<file path="config.mk">
export PLATFORM = sky130hd
export DESIGN_NAME = terminal_escape_decoder_core_flat
export DESIGN_NICKNAME = d
export VERILOG_FILES = /design/src/sv/ted_pkg.sv /design/src/sv/ted_ifs.sv /design/src/sv/terminal_escape_decoder_core.sv /design/src/flat_wrapper.sv
export SDC_FILE = /design/constraint.sdc
export NUM_CORES = 1
export LEC_CHECK = 0
export ABC_AREA = 1
export BUFFER_PORTS_ARGS = -buffer_cell sky130_fd_sc_hd__buf_2
export CAP_MARGIN = 0
export CORE_MARGIN = 3
export CORE_UTILIZATION = 40
export DETAILED_ROUTE_END_ITERATION = 10
export SLEW_MARGIN = 20
export SYNTH_ARGS = -nofsm -noshare
export SYNTH_HDL_FRONTEND = slang
export SYNTH_SLANG_ARGS = --single-unit
</file>
<file path="constraint.sdc">
create_clock -name clk -period 2.8 [get_ports clk]
set_clock_uncertainty 0.05 [all_clocks]
set_input_delay 0 -clock clk [delete_from_list [all_inputs] [get_ports clk]]
set_output_delay 0 -clock clk [all_outputs]
set_load 0.005 [all_outputs]
</file>
<file path="src/sv/ted_pkg.sv">
// Package for the terminal escape decoder: parse phases, command codes,
// character codes and argument biases. No dependencies.
package ted_pkg;

  typedef enum logic [3:0] {
    PH_NORMAL  = 4'd0,
    PH_ESC     = 4'd1,
    PH_FILL_FG = 4'd2,
    PH_FILL_BG = 4'd3,
    PH_DISP_FG = 4'd4,
    PH_DISP_BG = 4'd5,
    PH_ROW     = 4'd6,
    PH_COL     = 4'd7,
    PH_REP_CNT = 4'd8,
    PH_REP_CHR = 4'd9,
    PH_CURSOR  = 4'd10
  } phase_t;

  typedef logic [4:0] cmd_t;

  localparam cmd_t CMD_NONE       = 5'd0;
  localparam cmd_t CMD_PRINT      = 5'd1;
  localparam cmd_t CMD_BELL       = 5'd2;
  localparam cmd_t CMD_BS         = 5'd3;
  localparam cmd_t CMD_TAB        = 5'd4;
  localparam cmd_t CMD_LF         = 5'd5;
  localparam cmd_t CMD_FF         = 5'd6;
  localparam cmd_t CMD_CR         = 5'd7;
  localparam cmd_t CMD_UP         = 5'd8;
  localparam cmd_t CMD_DOWN       = 5'd9;
  localparam cmd_t CMD_RIGHT      = 5'd10;
  localparam cmd_t CMD_LEFT       = 5'd11;
  localparam cmd_t CMD_INS_LINE   = 5'd12;
  localparam cmd_t CMD_DEL_LINE   = 5'd13;
  localparam cmd_t CMD_HOME       = 5'd14;
  localparam cmd_t CMD_REV_LF     = 5'd15;
  localparam cmd_t CMD_CLR_EOS    = 5'd16;
  localparam cmd_t CMD_CLR_EOL    = 5'd17;
  localparam cmd_t CMD_INS_SPACE  = 5'd18;
  localparam cmd_t CMD_DEL_CHAR   = 5'd19;
  localparam cmd_t CMD_PRINT_ON   = 5'd20;
  localparam cmd_t CMD_PRINT_OFF  = 5'd21;
  localparam cmd_t CMD_WRAP_ON    = 5'd22;
  localparam cmd_t CMD_WRAP_OFF   = 5'd23;
  localparam cmd_t CMD_GOTO       = 5'd24;
  localparam cmd_t CMD_REPEAT     = 5'd25;
  localparam cmd_t CMD_CURSOR     = 5'd26;
  localparam cmd_t CMD_SAVE       = 5'd27;
  localparam cmd_t CMD_RESTORE    = 5'd28;

  localparam logic [7:0] CH_BEL   = 8'h07;
  localparam logic [7:0] CH_BS    = 8'h08;
  localparam logic [7:0] CH_TAB   = 8'h09;
  localparam logic [7:0] CH_LF    = 8'h0A;
  localparam logic [7:0] CH_FF    = 8'h0C;
  localparam logic [7:0] CH_CR    = 8'h0D;
  localparam logic [7:0] CH_ESC   = 8'h1B;
  localparam logic [7:0] CH_SPACE = 8'h20;
  localparam logic [7:0] CH_DEL   = 8'h7F;
  localparam logic [7:0] CH_ZERO  = 8'h30;
  localparam logic [7:0] CH_TWO   = 8'h32;

  localparam logic [8:0] POS_BIAS = 9'd31;
  localparam logic [8:0] REP_BIAS = 9'd32;

  localparam logic [3:0] ATTR_BOLD  = 4'b0001;
  localparam logic [3:0] ATTR_REV   = 4'b0010;
  localparam logic [3:0] ATTR_ULINE = 4'b0100;
  localparam logic [3:0] ATTR_BLINK = 4'b1000;

  localparam logic [6:0] COLOUR_RESET = 7'd7;

endpackage

</file>
<file path="src/sv/ted_ifs.sv">
// Channel interfaces of the terminal escape decoder: received byte in,
// decoded command out. Depends on nothing.
interface ted_byte_if;
  logic       valid;
  logic       ready;
  logic [7:0] char_code;

  modport source (output valid, output char_code, input ready);
  modport sink   (input valid, input char_code, output ready);
endinterface

interface ted_cmd_if;
  logic              valid;
  logic              ready;
  logic [4:0]        command;
  logic              wrap_flag;
  logic signed [8:0] arg_first;
  logic signed [8:0] arg_second;
  logic [3:0]        attr_flags;
  logic [6:0]        display_color;
  logic [6:0]        fill_color;

  modport source (output valid, output command, output wrap_flag, output arg_first,
                  output arg_second, output attr_flags, output display_color,
                  output fill_color, input ready);
  modport sink   (input valid, input command, input wrap_flag, input arg_first,
                  input arg_second, input attr_flags, input display_color,
                  input fill_color, output ready);
endinterface

</file>
<file path="src/sv/terminal_escape_decoder_core.sv">
// Terminal escape decoder top level.
// Depends on ted_pkg and the channel interfaces in ted_ifs.sv.
//
// Takes one received byte per item on byte_ch and gives exactly one command
// item per byte on cmd_ch, in order. Throughput is one item per clock while
// cmd_ch is ready: a byte is held in an input register, is decoded against
// the parser state in one shallow pass, and the command lands in an output
// register, where the result is presented until cmd_ch takes it.
// The parser state (phase, held argument byte, attributes, colours and
// the save slot) updates in the same cycle the command is registered, so
// the next byte sees it at once. Both stages stall together when cmd_ch
// is not ready; a held result never blocks the byte already in the input
// register from being taken as soon as the output moves. The debug_session
// register (cfg_we/cfg_wdata) suppresses all actions except clear to end
// of screen and the graphic print after ESC; argument bytes are still
// consumed. No clearing pass: reset acts on the registers directly.
module terminal_escape_decoder_core (
  input  logic  clk,
  input  logic  rst,
  input  logic  cfg_we,
  input  logic  cfg_wdata,
  ted_byte_if.sink  byte_ch,
  ted_cmd_if.source cmd_ch
);

  // config
  logic debug_session;

  // input stage
  logic       s1_valid;
  logic [7:0] s1_char;

  // parser state
  ted_pkg::phase_t phase, phase_next;
  logic [7:0] held_arg, held_arg_next;
  logic [3:0] attr, attr_next;
  logic [6:0] disp_col, disp_col_next;
  logic [6:0] fill_col, fill_col_next;
  logic [3:0] saved_attr, saved_attr_next;
  logic [6:0] saved_disp, saved_disp_next;
  logic [6:0] saved_fill, saved_fill_next;

  // decode results
  ted_pkg::cmd_t     cmd_d;
  logic              wrap_d;
  logic signed [8:0] a1_d, a2_d;

  // letter decode
  ted_pkg::phase_t let_phase;
  ted_pkg::cmd_t   let_cmd;
  logic [3:0]      let_set, let_clr, attr_upd;
  logic            let_wrap;

  // output stage
  logic out_valid;
  logic adv;

  // '0'..'7' only: top five bits must be those of '0'
  function automatic logic is_colour_digit(input logic [7:0] c);
    return c[7:3] == ted_pkg::CH_ZERO[7:3];
  endfunction

  assign adv          = s1_valid && (!out_valid || cmd_ch.ready);
  assign byte_ch.ready = !s1_valid || adv;
  assign cmd_ch.valid = out_valid;

  always_ff @(posedge clk) begin
    if (rst) begin
      debug_session <= 1'b0;
    end else if (cfg_we) begin
      debug_session <= cfg_wdata;
    end
  end

  always_ff @(posedge clk) begin
    if (rst) begin
      s1_valid <= 1'b0;
    end else if (byte_ch.ready) begin
      s1_valid <= byte_ch.valid;
    end
    if (byte_ch.valid && byte_ch.ready) begin
      s1_char <= byte_ch.char_code;
    end
  end

  // Sequence letter table: next phase, command, attribute set/clear.
  always_comb begin
    let_phase = ted_pkg::PH_NORMAL;
    let_cmd   = ted_pkg::CMD_NONE;
    let_set   = 4'd0;
    let_clr   = 4'd0;
    let_wrap  = 1'b0;
    case (s1_char)
      "!": let_phase = ted_pkg::PH_FILL_FG;
      "@": let_phase = ted_pkg::PH_DISP_FG;
      "=", "Y": let_phase = ted_pkg::PH_ROW;
      "g": let_phase = ted_pkg::PH_REP_CNT;
      "y": let_phase = ted_pkg::PH_CURSOR;
      "(": let_set = ted_pkg::ATTR_REV;
      ")": let_clr = ted_pkg::ATTR_REV;
      "<": let_set = ted_pkg::ATTR_BOLD;
      ">": let_clr = ted_pkg::ATTR_BOLD;
      "[": let_set = ted_pkg::ATTR_ULINE;
      "]": let_clr = ted_pkg::ATTR_ULINE;
      "{": let_set = ted_pkg::ATTR_BLINK;
      "}": let_clr = ted_pkg::ATTR_BLINK;
      "A": let_cmd = ted_pkg::CMD_UP;
      "B": let_cmd = ted_pkg::CMD_DOWN;
      "C": let_cmd = ted_pkg::CMD_RIGHT;
      "D": let_cmd = ted_pkg::CMD_LEFT;
      "a": begin
        let_cmd  = ted_pkg::CMD_UP;
        let_wrap = 1'b1;
      end
      "b": begin
        let_cmd  = ted_pkg::CMD_DOWN;
        let_wrap = 1'b1;
      end
      "c": begin
        let_cmd  = ted_pkg::CMD_RIGHT;
        let_wrap = 1'b1;
      end
      "d": begin
        let_cmd  = ted_pkg::CMD_LEFT;
        let_wrap = 1'b1;
      end
      "E": let_cmd = ted_pkg::CMD_INS_LINE;
      "F": let_cmd = ted_pkg::CMD_DEL_LINE;
      "H": let_cmd = ted_pkg::CMD_HOME;
      "I": let_cmd = ted_pkg::CMD_REV_LF;
      "J": let_cmd = ted_pkg::CMD_CLR_EOS;
      "K": let_cmd = ted_pkg::CMD_CLR_EOL;
      "e": let_cmd = ted_pkg::CMD_INS_SPACE;
      "f": let_cmd = ted_pkg::CMD_DEL_CHAR;
      "W": let_cmd = ted_pkg::CMD_PRINT_ON;
      "X": let_cmd = ted_pkg::CMD_PRINT_OFF;
      "h": let_cmd = ted_pkg::CMD_WRAP_ON;
      "i": let_cmd = ted_pkg::CMD_WRAP_OFF;
      "S": let_cmd = ted_pkg::CMD_SAVE;
      "R": let_cmd = ted_pkg::CMD_RESTORE;
      default: let_cmd = ted_pkg::CMD_NONE;
    endcase
  end

  assign attr_upd = (attr | let_set) & ~let_clr;

  // Main decode: one byte against the current parser state.
  always_comb begin
    phase_next      = ted_pkg::PH_NORMAL;
    held_arg_next   = held_arg;
    attr_next       = attr;
    disp_col_next   = disp_col;
    fill_col_next   = fill_col;
    saved_attr_next = saved_attr;
    saved_disp_next = saved_disp;
    saved_fill_next = saved_fill;
    cmd_d  = ted_pkg::CMD_NONE;
    wrap_d = 1'b0;
    a1_d   = 9'sd0;
    a2_d   = 9'sd0;
    case (phase)
      ted_pkg::PH_ESC: begin
        if (s1_char <= ted_pkg::CH_SPACE) begin
          // graphic print, also in debug mode
          cmd_d = ted_pkg::CMD_PRINT;
          a1_d  = {1'b0, s1_char};
        end else begin
          phase_next = let_phase;
          if (let_cmd == ted_pkg::CMD_CLR_EOS) begin
            cmd_d = ted_pkg::CMD_CLR_EOS;
          end else if (!debug_session) begin
            cmd_d     = let_cmd;
            wrap_d    = let_wrap;
            attr_next = attr_upd;
            if (let_cmd == ted_pkg::CMD_SAVE) begin
              saved_attr_next = attr_upd;
              saved_disp_next = disp_col;
              saved_fill_next = fill_col;
            end else if (let_cmd == ted_pkg::CMD_RESTORE) begin
              attr_next     = saved_attr;
              disp_col_next = saved_disp;
              fill_col_next = saved_fill;
            end
          end
        end
      end
      ted_pkg::PH_FILL_FG: begin
        held_arg_next = s1_char;
        phase_next    = ted_pkg::PH_FILL_BG;
      end
      ted_pkg::PH_DISP_FG: begin
        held_arg_next = s1_char;
        phase_next    = ted_pkg::PH_DISP_BG;
      end
      ted_pkg::PH_ROW: begin
        held_arg_next = s1_char;
        phase_next    = ted_pkg::PH_COL;
      end
      ted_pkg::PH_REP_CNT: begin
        held_arg_next = s1_char;
        phase_next    = ted_pkg::PH_REP_CHR;
      end
      ted_pkg::PH_FILL_BG: begin
        if (!debug_session && is_colour_digit(held_arg) && is_colour_digit(s1_char)) begin
          fill_col_next = {s1_char[2:0], 1'b0, held_arg[2:0]};
        end
      end
      ted_pkg::PH_DISP_BG: begin
        if (!debug_session && is_colour_digit(held_arg) && is_colour_digit(s1_char)) begin
          disp_col_next = {s1_char[2:0], 1'b0, held_arg[2:0]};
        end
      end
      ted_pkg::PH_COL: begin
        if (!debug_session) begin
          cmd_d = ted_pkg::CMD_GOTO;
          a1_d  = {1'b0, held_arg} - ted_pkg::POS_BIAS;
          a2_d  = {1'b0, s1_char} - ted_pkg::POS_BIAS;
        end
      end
      ted_pkg::PH_REP_CHR: begin
        if (!debug_session) begin
          cmd_d = ted_pkg::CMD_REPEAT;
          a1_d  = {1'b0, held_arg} - ted_pkg::REP_BIAS;
          a2_d  = {1'b0, s1_char};
        end
      end
      ted_pkg::PH_CURSOR: begin
        if (!debug_session && s1_char >= ted_pkg::CH_ZERO && s1_char <= ted_pkg::CH_TWO) begin
          cmd_d = ted_pkg::CMD_CURSOR;
          a1_d  = {1'b0, s1_char - ted_pkg::CH_ZERO};
        end
      end
      default: begin
        if (s1_char == ted_pkg::CH_ESC) begin
          phase_next = ted_pkg::PH_ESC;
        end else if (s1_char < ted_pkg::CH_SPACE || s1_char == ted_pkg::CH_DEL) begin
          if (!debug_session) begin
            case (s1_char)
              ted_pkg::CH_BEL: cmd_d = ted_pkg::CMD_BELL;
              ted_pkg::CH_BS:  cmd_d = ted_pkg::CMD_BS;
              ted_pkg::CH_TAB: cmd_d = ted_pkg::CMD_TAB;
              ted_pkg::CH_LF:  cmd_d = ted_pkg::CMD_LF;
              ted_pkg::CH_FF:  cmd_d = ted_pkg::CMD_FF;
              ted_pkg::CH_CR:  cmd_d = ted_pkg::CMD_CR;
              default:         cmd_d = ted_pkg::CMD_NONE;
            endcase
          end
        end else if (!debug_session) begin
          cmd_d = ted_pkg::CMD_PRINT;
          a1_d  = {1'b0, s1_char};
        end
      end
    endcase
  end

  // Parser state commits with the result.
  always_ff @(posedge clk) begin
    if (rst) begin
      phase      <= ted_pkg::PH_NORMAL;
      held_arg   <= 8'd0;
      attr       <= 4'd0;
      disp_col   <= ted_pkg::COLOUR_RESET;
      fill_col   <= ted_pkg::COLOUR_RESET;
      saved_attr <= 4'd0;
      saved_disp <= ted_pkg::COLOUR_RESET;
      saved_fill <= ted_pkg::COLOUR_RESET;
    end else if (adv) begin
      phase      <= phase_next;
      held_arg   <= held_arg_next;
      attr       <= attr_next;
      disp_col   <= disp_col_next;
      fill_col   <= fill_col_next;
      saved_attr <= saved_attr_next;
      saved_disp <= saved_disp_next;
      saved_fill <= saved_fill_next;
    end
  end

  // Output register.
  always_ff @(posedge clk) begin
    if (rst) begin
      out_valid <= 1'b0;
    end else if (adv) begin
      out_valid <= 1'b1;
    end else if (cmd_ch.ready) begin
      out_valid <= 1'b0;
    end
    if (adv) begin
      cmd_ch.command       <= cmd_d;
      cmd_ch.wrap_flag     <= wrap_d;
      cmd_ch.arg_first     <= a1_d;
      cmd_ch.arg_second    <= a2_d;
      cmd_ch.attr_flags    <= attr_next;
      cmd_ch.display_color <= disp_col_next;
      cmd_ch.fill_color    <= fill_col_next;
    end
  end

endmodule

</file>
<file path="src/flat_wrapper.sv">
// flat-port wrapper written by rule: the top's interface ports become plain ports
module terminal_escape_decoder_core_flat 
  (clk, rst, cfg_we, cfg_wdata, byte_ch_valid, byte_ch_char_code, byte_ch_ready, cmd_ch_valid, cmd_ch_command, cmd_ch_wrap_flag, cmd_ch_arg_first, cmd_ch_arg_second, cmd_ch_attr_flags, cmd_ch_display_color, cmd_ch_fill_color, cmd_ch_ready);
  ted_byte_if byte_ch_i ();
  ted_cmd_if cmd_ch_i ();
  input  logic clk;
  input  logic rst;
  input  logic cfg_we;
  input  logic cfg_wdata;
  input wire logic [$bits(byte_ch_i.valid)-1:0] byte_ch_valid;
  input wire logic [$bits(byte_ch_i.char_code)-1:0] byte_ch_char_code;
  output wire logic [$bits(byte_ch_i.ready)-1:0] byte_ch_ready;
  output wire logic [$bits(cmd_ch_i.valid)-1:0] cmd_ch_valid;
  output wire logic [$bits(cmd_ch_i.command)-1:0] cmd_ch_command;
  output wire logic [$bits(cmd_ch_i.wrap_flag)-1:0] cmd_ch_wrap_flag;
  output wire logic [$bits(cmd_ch_i.arg_first)-1:0] cmd_ch_arg_first;
  output wire logic [$bits(cmd_ch_i.arg_second)-1:0] cmd_ch_arg_second;
  output wire logic [$bits(cmd_ch_i.attr_flags)-1:0] cmd_ch_attr_flags;
  output wire logic [$bits(cmd_ch_i.display_color)-1:0] cmd_ch_display_color;
  output wire logic [$bits(cmd_ch_i.fill_color)-1:0] cmd_ch_fill_color;
  input wire logic [$bits(cmd_ch_i.ready)-1:0] cmd_ch_ready;
  assign byte_ch_i.valid = byte_ch_valid;
  assign byte_ch_i.char_code = byte_ch_char_code;
  assign byte_ch_ready = byte_ch_i.ready;
  assign cmd_ch_valid = cmd_ch_i.valid;
  assign cmd_ch_command = cmd_ch_i.command;
  assign cmd_ch_wrap_flag = cmd_ch_i.wrap_flag;
  assign cmd_ch_arg_first = cmd_ch_i.arg_first;
  assign cmd_ch_arg_second = cmd_ch_i.arg_second;
  assign cmd_ch_attr_flags = cmd_ch_i.attr_flags;
  assign cmd_ch_display_color = cmd_ch_i.display_color;
  assign cmd_ch_fill_color = cmd_ch_i.fill_color;
  assign cmd_ch_i.ready = cmd_ch_ready;
  terminal_escape_decoder_core u_core (.clk(clk), .rst(rst), .cfg_we(cfg_we), .cfg_wdata(cfg_wdata), .byte_ch(byte_ch_i), .cmd_ch(cmd_ch_i));
endmodule
</file>
==> run summary <==
Register area share after synthesis: 0.4536
Avg Cell Area, Syn: 7.831 um2
Peak supply drop: 0.3016 mV
CTS sink count: 101
Largest net degree at the start of global routing: 45
Max cap viols: 0
Total grt overflow: 0
Hold Crit Class: primary input to flip-flop
Core area: 0.01340 mm2
Die width: 123.9 um
Clock-pin slew on the worst setup and hold paths: 70 ps
GRT Util Overall: 0.2187
Synth area leaders: edfxtp_1 27%, dfxtp_1 18%, nand2_1 11%, inv_1 6.0%, o21ai_0 5.9%
CTS root buf: clkbuf_16
ANT nets after route: 0
Remaining DRCs: 0
Worst setup EP type: flip-flop
Ports: 58
Final non-filler cell total: 969
Post-Place Worst Slack: 155.2 ps
WL final: 15910 um
Async S/R FF share, synth: 0
Ant diodes: 0
Htree depth: 3
Leading area contributor after synthesis: edfxtp_1
Area delta synth->final: 17.51%
HPWL after DPL: 11590 um
Max Slew Vio Count: 0
Fin. Hold Viols: 0
Hold slack: 66.44 ps
Placed Cells: 940
Port-buffer cells: 57
Total power divided by cell area: 512.2 mW/mm2
Peak Freq: 0.3839 GHz
# setup viols final: 0
Starting Density: 0.4149
Static Leak: 2.884 nW
Layout cells sized above 1: 0.1702
Status: completed
Via density: 5.265
Worst Setup Path Type: flip-flop to flip-flop
Setup crit start kind: flip-flop
Syn Inst Count: 710
Via count of the first global-routing pass: 4978
CP required: 2850 ps
Pre-antenna DRT Iters: 7
Final period util: 0.9304
Relative slew margins: 0.3213
Tmin final: 2605 ps
GPL Wtd Cong: 0.9277
CP arrival: 2660 ps
Synthesis Warnings: 0
Syn_nets: 735
CTS tree: done
Worst-Margin Slew: 1017 ps
Area share of the largest cell type after synthesis: 0.2700
Post-synth EDFFs: 50
Top FF cell, synth: dfxtp_1
DRT iter0 DRCs: 509
Final Net Count: 813
Initial antenna violation count: 0
Via count: 5102
Mapped Area: 0.005560 mm2
Die ar.: 0.01535 mm2
Crit Path Max Fanout: 10
Netlist cell types: 48
#FFs+latches synth: 101
Fin worst setup slack: 195.0 ps
Wire per inst: 16.42 um
First-pass GRT wire length: 25650 um
Die H: 123.9 um
Number of CTS-inserted buffers: 9
Deepest clock path buffer count: 2
Rows: 42
Worst skew pair latency: 350 ps
timing repair:
action                                  4_1_cts  5_1_grt
hold buffers                                 13        0
buffers inserted                              0        0
resized for setup                             0        5
endpoints found under the setup margin        0        7
hold endpoints to repair                     11        0
placed cells by master, fill, tap and decap left out, types with 5 or more instances in the layout:
cell type	n
nor3_1	7
buf_2	57
o211ai_1	9
clkbuf_16	9
o21ai_0	62
ha_1	10
o21ai_1	6
dlygate4sd3_1	13
inv_1	89
nor2_1	61
nor2_2	8
a21oi_1	60
buf_4	18
o22ai_1	6
nand2_1	163
edfxtp_1	50
nand3_1	34
xor2_1	5
o21ai_2	8
inv_2	7
nand3_2	6
dfxtp_1	51
routing by layer:
metal / routed length [um] / global-route usage / part of all wire
met4: 496 / 0.1020 / 0.031
met5: 0 / 0 / 0
met2: 7441 / 0.3515 / 0.47
met3: 879 / 0.03134 / 0.055
met1: 7092 / 0.2915 / 0.45
sequential cells by signal, summed over array words and instances (netlist names):
signal                       cells
u_core.disp_col                  7
u_core.cmd_ch.wrap_flag          1
u_core.attr                      4
u_core.phase                     4
u_core.saved_fill                7
u_core.cmd_ch.attr_flags         4
u_core.cmd_ch.command            5
u_core.cmd_ch.fill_color         7
u_core.s1_valid                  1
u_core.cmd_ch.arg_first          9
u_core.cmd_ch.display_color      7
u_core.cmd_ch.valid              1
u_core.cmd_ch.arg_second         9
u_core.debug_session             1
u_core.fill_col                  7
u_core.saved_disp                7
u_core.saved_attr                4
u_core.held_arg                  8
u_core.s1_char                   8
report_power, final:
group	internal [mW]	switching, mW	leakage, nW
clock	0.806	0.558	0.158
combinational	0.122	0.209	1.84
sequential	1.61	0.0372	0.885
cell families after synthesis:
logic type | Yosys count | synth area share
adders and majority gates | 11 | 0.02475
AOI/OAI and AO/OA | 174 | 0.1796
muxes | 1 | 0.001800
and+or+nand+nor | 297 | 0.2399
buffers and inverters | 120 | 0.09091
xor gates and xnor gates | 6 | 0.009451
DFF | 101 | 0.4536
cell type report:
| cell class | instances | area [um2] |
|---|---|---|
| clock buffer | 10 | 239.0 |
| clock inverter | 6 | 82.58 |
| fill | 1313 | 6867 |
| inverter | 99 | 379.1 |
| multi-input combinational | 489 | 2540 |
| sequential | 101 | 2522 |
| tap | 176 | 220.2 |
| timing repair buffer | 88 | 550.5 |
per-stage QoR:
stage          setup TNS, ps  power (mW)    util  instance area, um2
2_1_floorplan              0       1.880       -                5560
3_3_place_gp               0       1.997  0.4533                6075
3_5_place_dp               0       1.999  0.4533                6075
4_1_cts                    0       3.382  0.4870                6526
5_1_grt               -3.771       3.483  0.4876                6534
6_report                   0       3.347  0.4876                6534
path summary, 6_finish.rpt:
| check | from | to | slack, ps | depth (start not counted) |
|---|---|---|---|---|
| setup reg to reg | u_core.s1_char[0] | u_core.cmd_ch.fill_color[6] | 190 | 12 |
| hold / removal | rst | u_core.phase[3] | 70 | 2 |
| setup / recovery | u_core.s1_char[0] | u_core.cmd_ch.fill_color[6] | 190 | 12 |
| hold reg to reg | u_core.disp_col[3] | u_core.saved_disp[3] | 450 | 2 |
critical path, cell delays in order (launching register included):
cell and delay [ps]:
edfxtp_1 490, inv_1 130, ha_1 300, nand3_1 190, nand3_1 110, nand2_1 80
nand3_2 150, nor2_4 190, nand4_4 190, inv_1 240, nand2_1 80, nand3_1 90
nand2_1 60
synth_stat cells (all sizes together), types with 5 or more instances:
library cell,instances
ha,11
buf,12
a21oi,61
nand4,5
o22ai,6
nand3,42
xor2,5
o211ai,9
edfxtp,50
inv,98
nor2,72
o21ai,76
nor3,9
dfxtp,51
nand2,166
clkbuf,9
(Power assumes the default switching activity.)
